### config.mk
export PLATFORM = sky130hd
export DESIGN_NAME = lfu_page_replacement
export DESIGN_NICKNAME = d
export VERILOG_FILES = /design/src/hw/rtl/lfu_pkg.sv /design/src/hw/rtl/lfu_page_replacement.sv /design/src/hw/rtl/lfu_ctrl.sv /design/src/hw/rtl/lfu_datapath.sv
export SDC_FILE = /design/constraint.sdc
export NUM_CORES = 1
export LEC_CHECK = 0
export BUFFER_PORTS_ARGS = -buffer_cell sky130_fd_sc_hd__buf_2
export CAP_MARGIN = 10
export CORE_MARGIN = 4
export CORE_UTILIZATION = 55
export DETAILED_ROUTE_END_ITERATION = 7
export PLACE_DENSITY = 0.79
export REMOVE_ABC_BUFFERS = 1
export SYNTH_ARGS = -nofsm -noshare
export SYNTH_HDL_FRONTEND = slang
export SYNTH_SLANG_ARGS = --single-unit
### constraint.sdc
create_clock -name clk -period 7.4 [get_ports clk]
set_clock_uncertainty 0.1 [all_clocks]
set_input_delay 0.74 -clock clk [delete_from_list [all_inputs] [get_ports clk]]
set_output_delay 0.74 -clock clk [all_outputs]
set_load 0.03 [all_outputs]
### src/hw/rtl/lfu_pkg.sv
// shared types and constants for the lfu page replacement block
`timescale 1ns / 1ps

package lfu_pkg;

  localparam int FRAMES_DEF    = 4;
  localparam int PAGE_BITS_DEF = 16;

  localparam int CFG_W   = 3;
  localparam logic [CFG_W-1:0] CFG_RESET = 3'd3;

  localparam int IN_W    = 16;
  localparam int AGE_W   = 8;
  localparam int USES_W  = 8;
  localparam int FAULT_W = 16;
  localparam int STAT_W  = 2;
  localparam int IDX_OUT_W = 2;
  localparam int EVICT_W = 16;
  localparam int OUT_W   = 40;

  localparam logic [AGE_W-1:0]   AGE_MAX   = '1;
  localparam logic [USES_W-1:0]  USES_MAX  = '1;
  localparam logic [FAULT_W-1:0] FAULT_MAX = '1;

  typedef enum logic [STAT_W-1:0] {
    ST_HIT   = 2'd0,
    ST_FILL  = 2'd1,
    ST_FAULT = 2'd2
  } lfu_status_t;

  typedef enum logic {
    S_IDLE,
    S_EVAL
  } lfu_state_t;

  typedef struct packed {
    logic load;
    logic commit;
  } lfu_cmd_t;

endpackage

### src/hw/rtl/lfu_page_replacement.sv
// top level of the lfu page replacement block
// Each page reference word is worked on in steps: first the page is registered, then all
// frames in use are compared against it, the victim is picked by a comparison tree and the
// frame table is written back together with the result word. While a result word waits on
// m_tready the block holds in its compare step, and it takes no new word until the current
// one is committed. frames_in_use may only be written while no word is in flight.
`timescale 1ns / 1ps

module lfu_page_replacement #(
  parameter int FRAMES    = lfu_pkg::FRAMES_DEF,
  parameter int PAGE_BITS = lfu_pkg::PAGE_BITS_DEF
) (
  input  logic                      clk,
  input  logic                      rst,
  input  logic                      cfg_wr_en,
  input  logic [lfu_pkg::CFG_W-1:0] cfg_wr_data,  // frames_in_use
  input  logic                      s_tvalid,
  output logic                      s_tready,
  input  logic [lfu_pkg::IN_W-1:0]  s_tdata,      // page_number
  output logic                      m_tvalid,
  input  logic                      m_tready,
  output logic [lfu_pkg::OUT_W-1:0] m_tdata       // status, frame_index, evicted_page,
                                                  // fault_count, zero pad
);

  lfu_pkg::lfu_cmd_t cmd;

  lfu_ctrl u_ctrl (
    .clk      (clk),
    .rst      (rst),
    .s_tvalid (s_tvalid),
    .s_tready (s_tready),
    .m_tvalid (m_tvalid),
    .m_tready (m_tready),
    .cmd      (cmd)
  );

  lfu_datapath #(
    .FRAMES    (FRAMES),
    .PAGE_BITS (PAGE_BITS)
  ) u_datapath (
    .clk         (clk),
    .rst         (rst),
    .cfg_wr_en   (cfg_wr_en),
    .cfg_wr_data (cfg_wr_data),
    .in_page     (s_tdata),
    .cmd         (cmd),
    .out_word    (m_tdata)
  );

endmodule

### src/hw/rtl/lfu_ctrl.sv
// controller: takes a word, then commits the frame update and the result word
`timescale 1ns / 1ps

module lfu_ctrl (
  input  logic              clk,
  input  logic              rst,
  input  logic              s_tvalid,
  output logic              s_tready,
  output logic              m_tvalid,
  input  logic              m_tready,
  output lfu_pkg::lfu_cmd_t cmd
);

  lfu_pkg::lfu_state_t state;
  lfu_pkg::lfu_state_t state_next;
  logic                out_full;
  logic                slot_free;

  assign slot_free = !out_full || m_tready;
  assign m_tvalid  = out_full;

  always_comb begin
    state_next = state;
    unique case (state)
      lfu_pkg::S_IDLE: begin
        if (s_tvalid) begin
          state_next = lfu_pkg::S_EVAL;
        end
      end
      lfu_pkg::S_EVAL: begin
        if (slot_free) begin
          state_next = lfu_pkg::S_IDLE;
        end
      end
      default: state_next = lfu_pkg::S_IDLE;
    endcase
  end

  always_comb begin
    s_tready   = 1'b0;
    cmd.load   = 1'b0;
    cmd.commit = 1'b0;
    unique case (state)
      lfu_pkg::S_IDLE: begin
        s_tready = !rst;
        cmd.load = !rst && s_tvalid;
      end
      lfu_pkg::S_EVAL: begin
        cmd.commit = slot_free;
      end
      default: begin
        s_tready = 1'b0;
      end
    endcase
  end

  always_ff @(posedge clk) begin
    if (rst) begin
      state    <= lfu_pkg::S_IDLE;
      out_full <= 1'b0;
    end else begin
      state <= state_next;
      if (cmd.commit) begin
        out_full <= 1'b1;
      end else if (m_tready) begin
        out_full <= 1'b0;
      end
    end
  end

endmodule

### src/hw/rtl/lfu_datapath.sv
// datapath: frame table, match scan, victim tree, counters and result word
`timescale 1ns / 1ps

module lfu_datapath #(
  parameter int FRAMES    = lfu_pkg::FRAMES_DEF,
  parameter int PAGE_BITS = lfu_pkg::PAGE_BITS_DEF
) (
  input  logic                       clk,
  input  logic                       rst,
  input  logic                       cfg_wr_en,
  input  logic [lfu_pkg::CFG_W-1:0]  cfg_wr_data,
  input  logic [lfu_pkg::IN_W-1:0]   in_page,
  input  lfu_pkg::lfu_cmd_t          cmd,
  output logic [lfu_pkg::OUT_W-1:0]  out_word
);

  localparam int IDX_W = (FRAMES > 1) ? $clog2(FRAMES) : 1;
  localparam int CNT_W = $clog2(FRAMES + 1);
  localparam int CMP_W = (CNT_W > lfu_pkg::CFG_W) ? CNT_W : lfu_pkg::CFG_W;
  localparam int P2    = 1 << IDX_W;
  localparam int KEY_W = 1 + lfu_pkg::USES_W + lfu_pkg::AGE_W;

  logic [lfu_pkg::CFG_W-1:0]   frames_in_use;
  logic [PAGE_BITS-1:0]        page_reg;
  logic [PAGE_BITS-1:0]        frame_page [FRAMES];
  logic [FRAMES-1:0]           frame_valid;
  logic [lfu_pkg::AGE_W-1:0]   frame_age  [FRAMES];
  logic [lfu_pkg::USES_W-1:0]  frame_uses [FRAMES];
  logic [lfu_pkg::FAULT_W-1:0] faults_total;
  logic [lfu_pkg::FAULT_W-1:0] faults_next;

  logic [31+lfu_pkg::IN_W:0]   page_wide;
  logic [CMP_W-1:0]            cfg_ext;
  logic [CMP_W-1:0]            active;
  logic [FRAMES-1:0]           in_scope;
  logic [FRAMES-1:0]           stop;
  logic [FRAMES-1:0]           passed;
  logic [FRAMES-1:0]           dec_onehot;
  logic                        found;
  logic                        dec_hit;
  logic [IDX_W-1:0]            dec_idx;
  logic [lfu_pkg::AGE_W-1:0]   aged_age [FRAMES];

  logic [KEY_W-1:0]            node_key [2*P2];
  logic [IDX_W-1:0]            node_idx [2*P2];
  logic [IDX_W-1:0]            victim;
  logic [PAGE_BITS-1:0]        victim_page;

  logic [PAGE_BITS+15:0]       evict_wide;
  logic [IDX_W+1:0]            idx_wide;
  logic [IDX_W-1:0]            where;
  lfu_pkg::lfu_status_t        status;

  assign page_wide = {32'b0, in_page};

  // clamp of the frame count
  always_comb begin
    cfg_ext = CMP_W'(frames_in_use);
    if (cfg_ext == '0) begin
      active = CMP_W'(1);
    end else if (cfg_ext > CMP_W'(FRAMES)) begin
      active = CMP_W'(FRAMES);
    end else begin
      active = cfg_ext;
    end
  end

  // first empty or matching frame in scan order
  always_comb begin
    found      = 1'b0;
    dec_idx    = '0;
    dec_onehot = '0;
    passed     = '0;
    for (int j = 0; j < FRAMES; j++) begin
      in_scope[j] = CMP_W'(j) < active;
      stop[j]     = in_scope[j] &&
                    (!frame_valid[j] || (frame_page[j] == page_reg));
      aged_age[j] = (frame_age[j] != lfu_pkg::AGE_MAX) ?
                    frame_age[j] + 1'b1 : frame_age[j];
      if (!found) begin
        if (stop[j]) begin
          found         = 1'b1;
          dec_idx       = IDX_W'(j);
          dec_onehot[j] = 1'b1;
        end else begin
          passed[j] = in_scope[j];
        end
      end
    end
    dec_hit = |(dec_onehot & frame_valid);
  end

  // victim tree: lowest count, then oldest, then lowest index
  always_comb begin
    for (int i = 0; i < P2; i++) begin
      node_idx[P2+i] = IDX_W'(i);
      node_key[P2+i] = '1;
      if (i < FRAMES) begin
        if (in_scope[i]) begin
          node_key[P2+i] = {1'b0, frame_uses[i], ~aged_age[i]};
        end
      end
    end
    node_key[0] = '1;
    node_idx[0] = '0;
    for (int k = P2 - 1; k >= 1; k--) begin
      if (node_key[2*k+1] < node_key[2*k]) begin
        node_key[k] = node_key[2*k+1];
        node_idx[k] = node_idx[2*k+1];
      end else begin
        node_key[k] = node_key[2*k];
        node_idx[k] = node_idx[2*k];
      end
    end
    victim = node_idx[1];
  end

  always_comb begin
    victim_page = '0;
    for (int j = 0; j < FRAMES; j++) begin
      if (victim == IDX_W'(j)) begin
        victim_page = frame_page[j];
      end
    end
  end

  always_comb begin
    faults_next = faults_total;
    if (!found && faults_total != lfu_pkg::FAULT_MAX) begin
      faults_next = faults_total + 1'b1;
    end
    if (found) begin
      where  = dec_idx;
      status = dec_hit ? lfu_pkg::ST_HIT : lfu_pkg::ST_FILL;
      evict_wide = '0;
    end else begin
      where  = victim;
      status = lfu_pkg::ST_FAULT;
      evict_wide = {16'b0, victim_page};
    end
    idx_wide = {2'b0, where};
  end

  // control state of the frames
  always_ff @(posedge clk) begin
    if (rst) begin
      frames_in_use <= lfu_pkg::CFG_RESET;
      frame_valid   <= '0;
      faults_total  <= '0;
      for (int j = 0; j < FRAMES; j++) begin
        frame_age[j]  <= '0;
        frame_uses[j] <= '0;
      end
    end else begin
      if (cfg_wr_en) begin
        frames_in_use <= cfg_wr_data;
      end
      if (cmd.commit) begin
        faults_total <= faults_next;
        for (int j = 0; j < FRAMES; j++) begin
          if (passed[j] && (found || victim != IDX_W'(j))) begin
            frame_age[j] <= aged_age[j];
          end
          if (dec_onehot[j]) begin
            if (dec_hit) begin
              frame_age[j] <= '0;
              if (frame_uses[j] != lfu_pkg::USES_MAX) begin
                frame_uses[j] <= frame_uses[j] + 1'b1;
              end
            end else begin
              frame_valid[j] <= 1'b1;
              frame_age[j]   <= lfu_pkg::AGE_W'(1);
              frame_uses[j]  <= '0;
            end
          end
          if (!found && victim == IDX_W'(j)) begin
            frame_age[j]  <= '0;
            frame_uses[j] <= '0;
          end
        end
      end
    end
  end

  // page numbers and result word
  always_ff @(posedge clk) begin
    if (cmd.load) begin
      page_reg <= page_wide[PAGE_BITS-1:0];
    end
    if (cmd.commit) begin
      for (int j = 0; j < FRAMES; j++) begin
        if ((dec_onehot[j] && !dec_hit) || (!found && victim == IDX_W'(j))) begin
          frame_page[j] <= page_reg;
        end
      end
      out_word <= {4'b0, faults_next, evict_wide[lfu_pkg::EVICT_W-1:0],
                   idx_wide[lfu_pkg::IDX_OUT_W-1:0], status};
    end
  end

endmodule

======== Word-level counts from Yosys, hierarchy flattened ========
Memory sizes are Yosys's and may differ from the RTL's.
Cells that the tools add are included.
operators by class
  $add $sub $neg .......................... 9
  order comparisons ....................... 8
  eq/ne operators ......................... 19
  mux-type cells .......................... 194
  bitwise logic cells ..................... 35
  reduce and logical (&&, ||, !) cells .... 51
operator list
  kind                   number
  $mux 8                 32
  $mux 1                 135
  $mux 16                8
  $mux 17                6
  $add 8x1->8 const B    8
  $eq 16x16->1           4
  $ne 8x8->1 const B     8
  $lt 17x17->1           3
  $reduce_or 16->1       3
  $not 8->8              4
  $or 1x1->1             28
  $mux 2                 10
  $logic_and 1x1->1      18
  $add 16x1->16 const B  1
  $ne 16x16->1 const B   1
  $logic_or 1x1->1       13
  $reduce_and 3->1       4
  $logic_not 1->1        8
  $lt 1x3->1 const A     2
  $lt 2x3->1 const A     2
  $mux 3                 2
  $and 4x4->4            1
  $eq 2x2->1 const B     2
  $ne 2x2->1 const B     2
  other kinds (9)        11
storage, ports and cells
  register bits after elaboration ......... 77
  memory bits (writable) .................. 128
  input port bits ......................... 24
  output and inout port bits .............. 42
  logic and storage cells ................. 331
  memories ................................ 3
memories
  memory                 depth  width  read ports  clocked after Yosys merged registers in  write ports  RTL line            RTL
  u_datapath.frame_page  4      16     4           0                                        1            lfu_datapath.sv:25  logic [PAGE_BITS-1:0] frame_page [FRAMES];
  u_datapath.frame_age   4      8      4           0                                        4            lfu_datapath.sv:27  logic [lfu_pkg::AGE_W-1:0] frame_age [FRAMES];
  u_datapath.frame_uses  4      8      4           0                                        4            lfu_datapath.sv:28  logic [lfu_pkg::USES_W-1:0] frame_uses [FRAMES];

======== Depth between registers and ports, before layout ========
  depth after elaboration ................. 21
  depth in mapped cells ................... 28
  gate-level depth less buffers ........... 24

======== Cells and area by module ========
From an unflattened synthesis, not the netlist that was laid out.
second synthesis, totals
  cells, all modules ...................... 1067
  area total of the unflattened synthesis .. 11678.7 um2
by module, submodules not included
  module        times used  cells an instance  area an instance (um2)  seq. area each (um2)
  lfu_datapath  1           1057               11584.9                 5865.6
  lfu_ctrl      1           10                 93.8                    40.0

======== Worst setup path after synthesis ========
No wires, ideal clock.
  kind .................................... register to register
  from .................................... memory u_datapath.frame_age[1][0] (netlist bit)
  to ...................................... memory u_datapath.frame_page[3][0] (netlist bit) (enable)
  library setup time ...................... 0.411 ns
  arrival time ............................ 5.811 ns
  required time ........................... 6.889 ns
  slack ................................... 1.078 ns
  stages on the path, launching flop included .. 26
  buffers on the path ..................... 3
  clock period less this slack ............ 6.322 ns
  cells stage by stage .................... edfxtp_1 > ha_1 > and3_1 > nand3_1 > nand3_1 > o21ai_0 > nand2b_1 > ha_1 > and3_1 > a221oi_1 > nor4_1 > or4_4 > a21o_1 > buf_2 > clkbuf_1 > nand2_1 > o21ai_0 > ha_1 > nand4_1 > nor2_1 > nand2_1 > inv_1 > a31oi_1 > clkbuf_1 > nand4_1 > o21ai_0
RTL lines
  what         RTL line
  from (decl)  lfu_datapath.sv:27
  to (decl)    lfu_datapath.sv:25

==> impl_metrics.prom <==
# TYPE chip_impl_metric gauge
chip_impl_metric{name="cts_num_sinks",unit=""} 205
chip_impl_info{name="worst_hold_path_type",value="primary input to flop"} 1
chip_impl_info{name="list_of_cells_traversed_by_the_critical_path",value="ha_1, and3_1, nand3_1, nand3_1, o21ai_0, nand2b_1, ha_1, and3_1, a221oi_1, nor4_1, or4_4, a21o_1, nand2_1, o21ai_0, ha_1, a21o_1, a21o_1, a211oi_1, o311ai_1, or3_2, nand3_2, buf_4, o211ai_1"} 1
chip_impl_metric{name="final_cell_count_no_fill",unit=""} 1433
chip_impl_metric{name="postRouteWirelength",unit="mm"} 27.3
chip_impl_metric{name="floorplan.die_area",unit="µm²"} 23600
chip_impl_metric{name="cts-hold-fix-buffers",unit=""} 0
chip_impl_metric{name="leakagePower",unit="nW"} 4.76
chip_impl_metric{name="ys_types",unit=""} 75
chip_impl_info{name="rsz_0062_raised_after_global_routing",value="no"} 1
chip_impl_metric{name="hpwl",unit="mm"} 19.6
chip_impl_metric{name="hold_slack",unit="ns"} 0.308
chip_impl_metric{name="final_ant_viol_nets",unit=""} 0
chip_impl_metric{name="critPathArrivalTime",unit="ns"} 6.73
chip_impl_metric{name="flow.area_growth_from_synthesis",unit="%"} 11.0
chip_impl_metric{name="post_synthesis_cell_count",unit=""} 1094
chip_impl_metric{name="finish.net_count",unit=""} 1228
chip_impl_metric{name="yosys_warnings",unit=""} 0
chip_impl_metric{name="ratio_of_cells_with_drive_above_1_in_the_final_layout",unit="%"} 12.5
chip_impl_metric{name="io_pins",unit=""} 66
chip_impl_metric{name="cts-buffers-inserted",unit=""} 23
chip_impl_metric{name="detail_route.vias_per_cell",unit=""} 5.99
chip_impl_metric{name="crit_required",unit="ns"} 7.45
chip_impl_metric{name="pwr_density_cell",unit="nW/µm²"} 226
chip_impl_metric{name="initial_antenna_violation_count",unit=""} 0
chip_impl_metric{name="grtUsageMet2",unit="%"} 37.9
chip_impl_metric{name="gp_congestion",unit=""} 0.922
chip_impl_metric{name="layout_worst_path_cycle_share",unit="%"} 90.3
chip_impl_metric{name="grt_start_max_net_pins",unit=""} 35
chip_impl_metric{name="core",unit="µm²"} 20500
chip_impl_metric{name="global_route_wire_length_before_repair",unit="mm"} 43.4
chip_impl_metric{name="timing.max_slew.rel_slack",unit="%"} 42.3
chip_impl_metric{name="finalCriticalPeriod",unit="ns"} 6.68
chip_impl_metric{name="grt_overflow",unit=""} 0
chip_impl_info{name="global_route.peak_usage_layer",value="met2"} 1
chip_impl_info{name="largest_registers",value="u_datapath.frame_page x64, u_datapath.out_word x36"} 1
chip_impl_metric{name="portBuffers",unit=""} 61
chip_impl_info{name="dominantRegCellSynth",value="sky130_fd_sc_hd__edfxtp_1"} 1
chip_impl_metric{name="post_synth_edffs",unit=""} 180
chip_impl_metric{name="rr_worst_depth",unit=""} 23
chip_impl_info{name="result_of_the_run",value="finished, final reports clean"} 1
chip_impl_metric{name="worst_ir_drop_vdd",unit="µV"} 183
chip_impl_metric{name="syn_area_per_cell",unit="µm²"} 10.6
chip_impl_metric{name="clock_tree.htree_level_count",unit=""} 1
chip_impl_info{name="crit_family",value="simple AND/OR/NAND/NOR gates"} 1
chip_impl_metric{name="cp_num_buf_inv",unit=""} 1
chip_impl_metric{name="ys_async_sr_fraction",unit="%"} 0
chip_impl_metric{name="clock_latency",unit="ns"} 0.51
chip_impl_metric{name="core.rowCount",unit=""} 52
chip_impl_metric{name="synthesis.area",unit="µm²"} 11600
chip_impl_info{name="cts_tree",value="yes"} 1
chip_impl_metric{name="setup_viol",unit=""} 0
chip_impl_metric{name="die-height",unit="µm"} 153
chip_impl_info{name="largest_register",value="u_datapath.frame_page"} 1
chip_impl_metric{name="initial_drc_count",unit=""} 695
chip_impl_metric{name="route.detailed.wl_per_inst",unit="µm"} 19.0
chip_impl_info{name="critPathLaunchType",value="flop"} 1
chip_impl_metric{name="drv_slew",unit=""} 0
chip_impl_metric{name="drt_drc_violations_left",unit=""} 0
chip_impl_metric{name="global_route_usage_over_all_layers",unit="%"} 22.6
chip_impl_metric{name="initial_core_util",unit="%"} 56.8
chip_impl_metric{name="final_sum_of_negative_setup_slack",unit="ns"} 0
chip_impl_metric{name="drt-pass1-iter-count",unit=""} 5
chip_impl_metric{name="setup_ws",unit="ns"} 0.719
chip_impl_metric{name="met3_usage",unit="%"} 2.71
chip_impl_metric{name="final-hold-violation-count",unit=""} 0
chip_impl_metric{name="place.detailed.instances",unit=""} 1393
chip_impl_metric{name="routed-via-count",unit=""} 8578
chip_impl_metric{name="critical-path-max-stage-delay",unit="ns"} 0.72
chip_impl_metric{name="grt.met1_usage",unit="%"} 30.8
chip_impl_metric{name="critical_path_cell_count",unit=""} 23
chip_impl_metric{name="die_width",unit="µm"} 153
chip_impl_metric{name="clkSlewWorstSetupHoldPaths",unit="ns"} 0.06
chip_impl_metric{name="drv_cap",unit=""} 0
chip_impl_metric{name="whs_path_depth",unit=""} 1
chip_impl_metric{name="flip_flop_count_of_the_largest_register_after_layout",unit=""} 64
chip_impl_metric{name="cp_max_fo",unit=""} 27
chip_impl_info{name="cts-root-buf",value="sky130_fd_sc_hd__clkbuf_16"} 1
chip_impl_info{name="timing_worst_setup_path_type",value="flop to flop"} 1
chip_impl_metric{name="clockBufferDepth",unit=""} 3
chip_impl_metric{name="synth.ff_latch_count",unit=""} 205
chip_impl_info{name="crit_slowest_cell",value="sky130_fd_sc_hd__or3_2"} 1
chip_impl_metric{name="clock.fmax",unit="MHz"} 150
chip_impl_metric{name="synth.yosys.seq_area_share",unit="%"} 50.7
chip_impl_metric{name="insertedDiodeCount",unit=""} 0
chip_impl_metric{name="timing_worst_slew_pin_value",unit="ns"} 0.865
chip_impl_info{name="end_kind",value="flop"} 1
chip_impl_metric{name="first_global_vias",unit=""} 8327
chip_impl_metric{name="post-place-ws",unit="ns"} 0.597
-- repair_timing --
| action | CTS | global route |
|---|---|---|
| gates resized for setup | 0 | 3 |
| buffers inserted | 0 | 0 |
| endpoints found under the setup margin | 0 | 24 |
| endpoints found under the hold margin | 0 | 0 |
-- cells by family after synthesis --
group / Yosys count / share of synthesized area, %
AND/OR/NAND/NOR: 423 / 17.6
flip-flops: 205 / 50.7
AO/OA/AOI/OAI: 163 / 9.83
XOR/XNOR: 128 / 9.63
buffers and inverters: 85 / 3.26
adder cells (fa/ha/maj): 56 / 6.02
multiplexers: 32 / 2.84
other: 2 / 0.0645
-- power breakdown --
part | switching, W | internal, W | leakage, nW | total (W)
Sequential | 0.0000397 | 0.00130 | 1.94 | 0.00134
Clock | 0.000462 | 0.000678 | 0.348 | 0.00114
Combinational | 0.000277 | 0.000155 | 2.48 | 0.000432
-- layer usage --
layer / vias to the layer above / wire [µm]
li1: 4085 / -
met1: 4116 / 11500
met2: 305 / 13300
met3: 72 / 1530
met4: 0 / 892
met5: - / 0
-- area by class of cell --
class | count | area [µm²]
repair buffers | 77 | 425
clock inverters | 14 | 165
inverters | 34 | 128
flip-flops and latches | 205 | 5910
clock buffers | 26 | 587
well taps | 270 | 338
fillers | 1625 | 7570
multi-input cells | 807 | 5370
-- worst paths after layout --
| check | to | slack, ns | start |
|---|---|---|---|
| hold / removal | u_datapath.page_reg[1] | 0.31 | s_tdata[1] |
| setup / recovery | u_datapath.frame_age[1][6] | 0.72 | u_datapath.frame_age[1][0] |
| hold reg to reg | u_ctrl.m_tvalid | 0.39 | u_ctrl.state |
| setup reg to reg | u_datapath.frame_age[1][6] | 0.72 | u_datapath.frame_age[1][0] |
-- Yosys cell counts (all sizes together), types with 3 or more instances --
library cell    n  area share, %
a31oi           5           0.32
o21a            5           0.32
xor2           26            2.0
nand4          40            2.2
a311oi          9           0.68
inv            32            1.0
clkbuf         35            1.3
nand3          55            2.5
and2            6           0.32
nand2          74            2.4
ha             56            6.0
a311o           3           0.26
buf            16           0.86
mux2            8           0.77
o211ai          7           0.45
o21ai          31            1.4
o41ai           3           0.52
a21o           11           0.71
o2111ai         3           0.28
dfxtp          25            4.3
a22oi          12           0.77
and3           27            1.5
a21oi          42            1.8
nor3           15           0.65
mux2i          24            2.1
nand2b         24            1.3
edfxtp        180             46
o22ai          10           0.54
nor2          151            4.9
nor2b           4           0.21
nor4            8           0.48
or2             6           0.32
xnor2         102            7.7
or3             4           0.21
-- stage by stage --
step | power (W) | utilization, % | cell area, µm²
after floorplan | 0.00166 | - | 11400
after global placement | 0.00178 | 59.3 | 12200
after detailed placement | 0.00179 | 59.3 | 12200
after CTS | 0.00292 | 63.0 | 12900
after global routing | 0.00303 | 63.0 | 12900
final | 0.00291 | 63.0 | 12900
-- cells in the final DEF, fill, tap and decap left out, drive strengths merged, types with 33 or more instances in the layout --
cell type / instances
nand2: 74
nand4: 40
inv: 33
nand3: 55
buf: 77
xnor2: 102
nor2: 151
a21oi: 42
edfxtp: 180
ha: 56
-- worst register-to-register path, stage by stage (launching register included) --
cell	delay, ns
sky130_fd_sc_hd__edfxtp_1	0.40
sky130_fd_sc_hd__ha_1	0.21
sky130_fd_sc_hd__and3_1	0.25
sky130_fd_sc_hd__nand3_1	0.24
sky130_fd_sc_hd__nand3_1	0.15
sky130_fd_sc_hd__o21ai_0	0.11
sky130_fd_sc_hd__nand2b_1	0.18
sky130_fd_sc_hd__ha_1	0.34
sky130_fd_sc_hd__and3_1	0.19
sky130_fd_sc_hd__a221oi_1	0.31
sky130_fd_sc_hd__nor4_1	0.08
sky130_fd_sc_hd__or4_4	0.46
sky130_fd_sc_hd__a21o_1	0.47
sky130_fd_sc_hd__nand2_1	0.17
sky130_fd_sc_hd__o21ai_0	0.10
sky130_fd_sc_hd__ha_1	0.33
sky130_fd_sc_hd__a21o_1	0.16
sky130_fd_sc_hd__a21o_1	0.18
sky130_fd_sc_hd__a211oi_1	0.38
sky130_fd_sc_hd__o311ai_1	0.19
sky130_fd_sc_hd__or3_2	0.73
sky130_fd_sc_hd__nand3_2	0.17
sky130_fd_sc_hd__buf_4	0.16
sky130_fd_sc_hd__o211ai_1	0.27
Power figures use the tool's default switching activity.
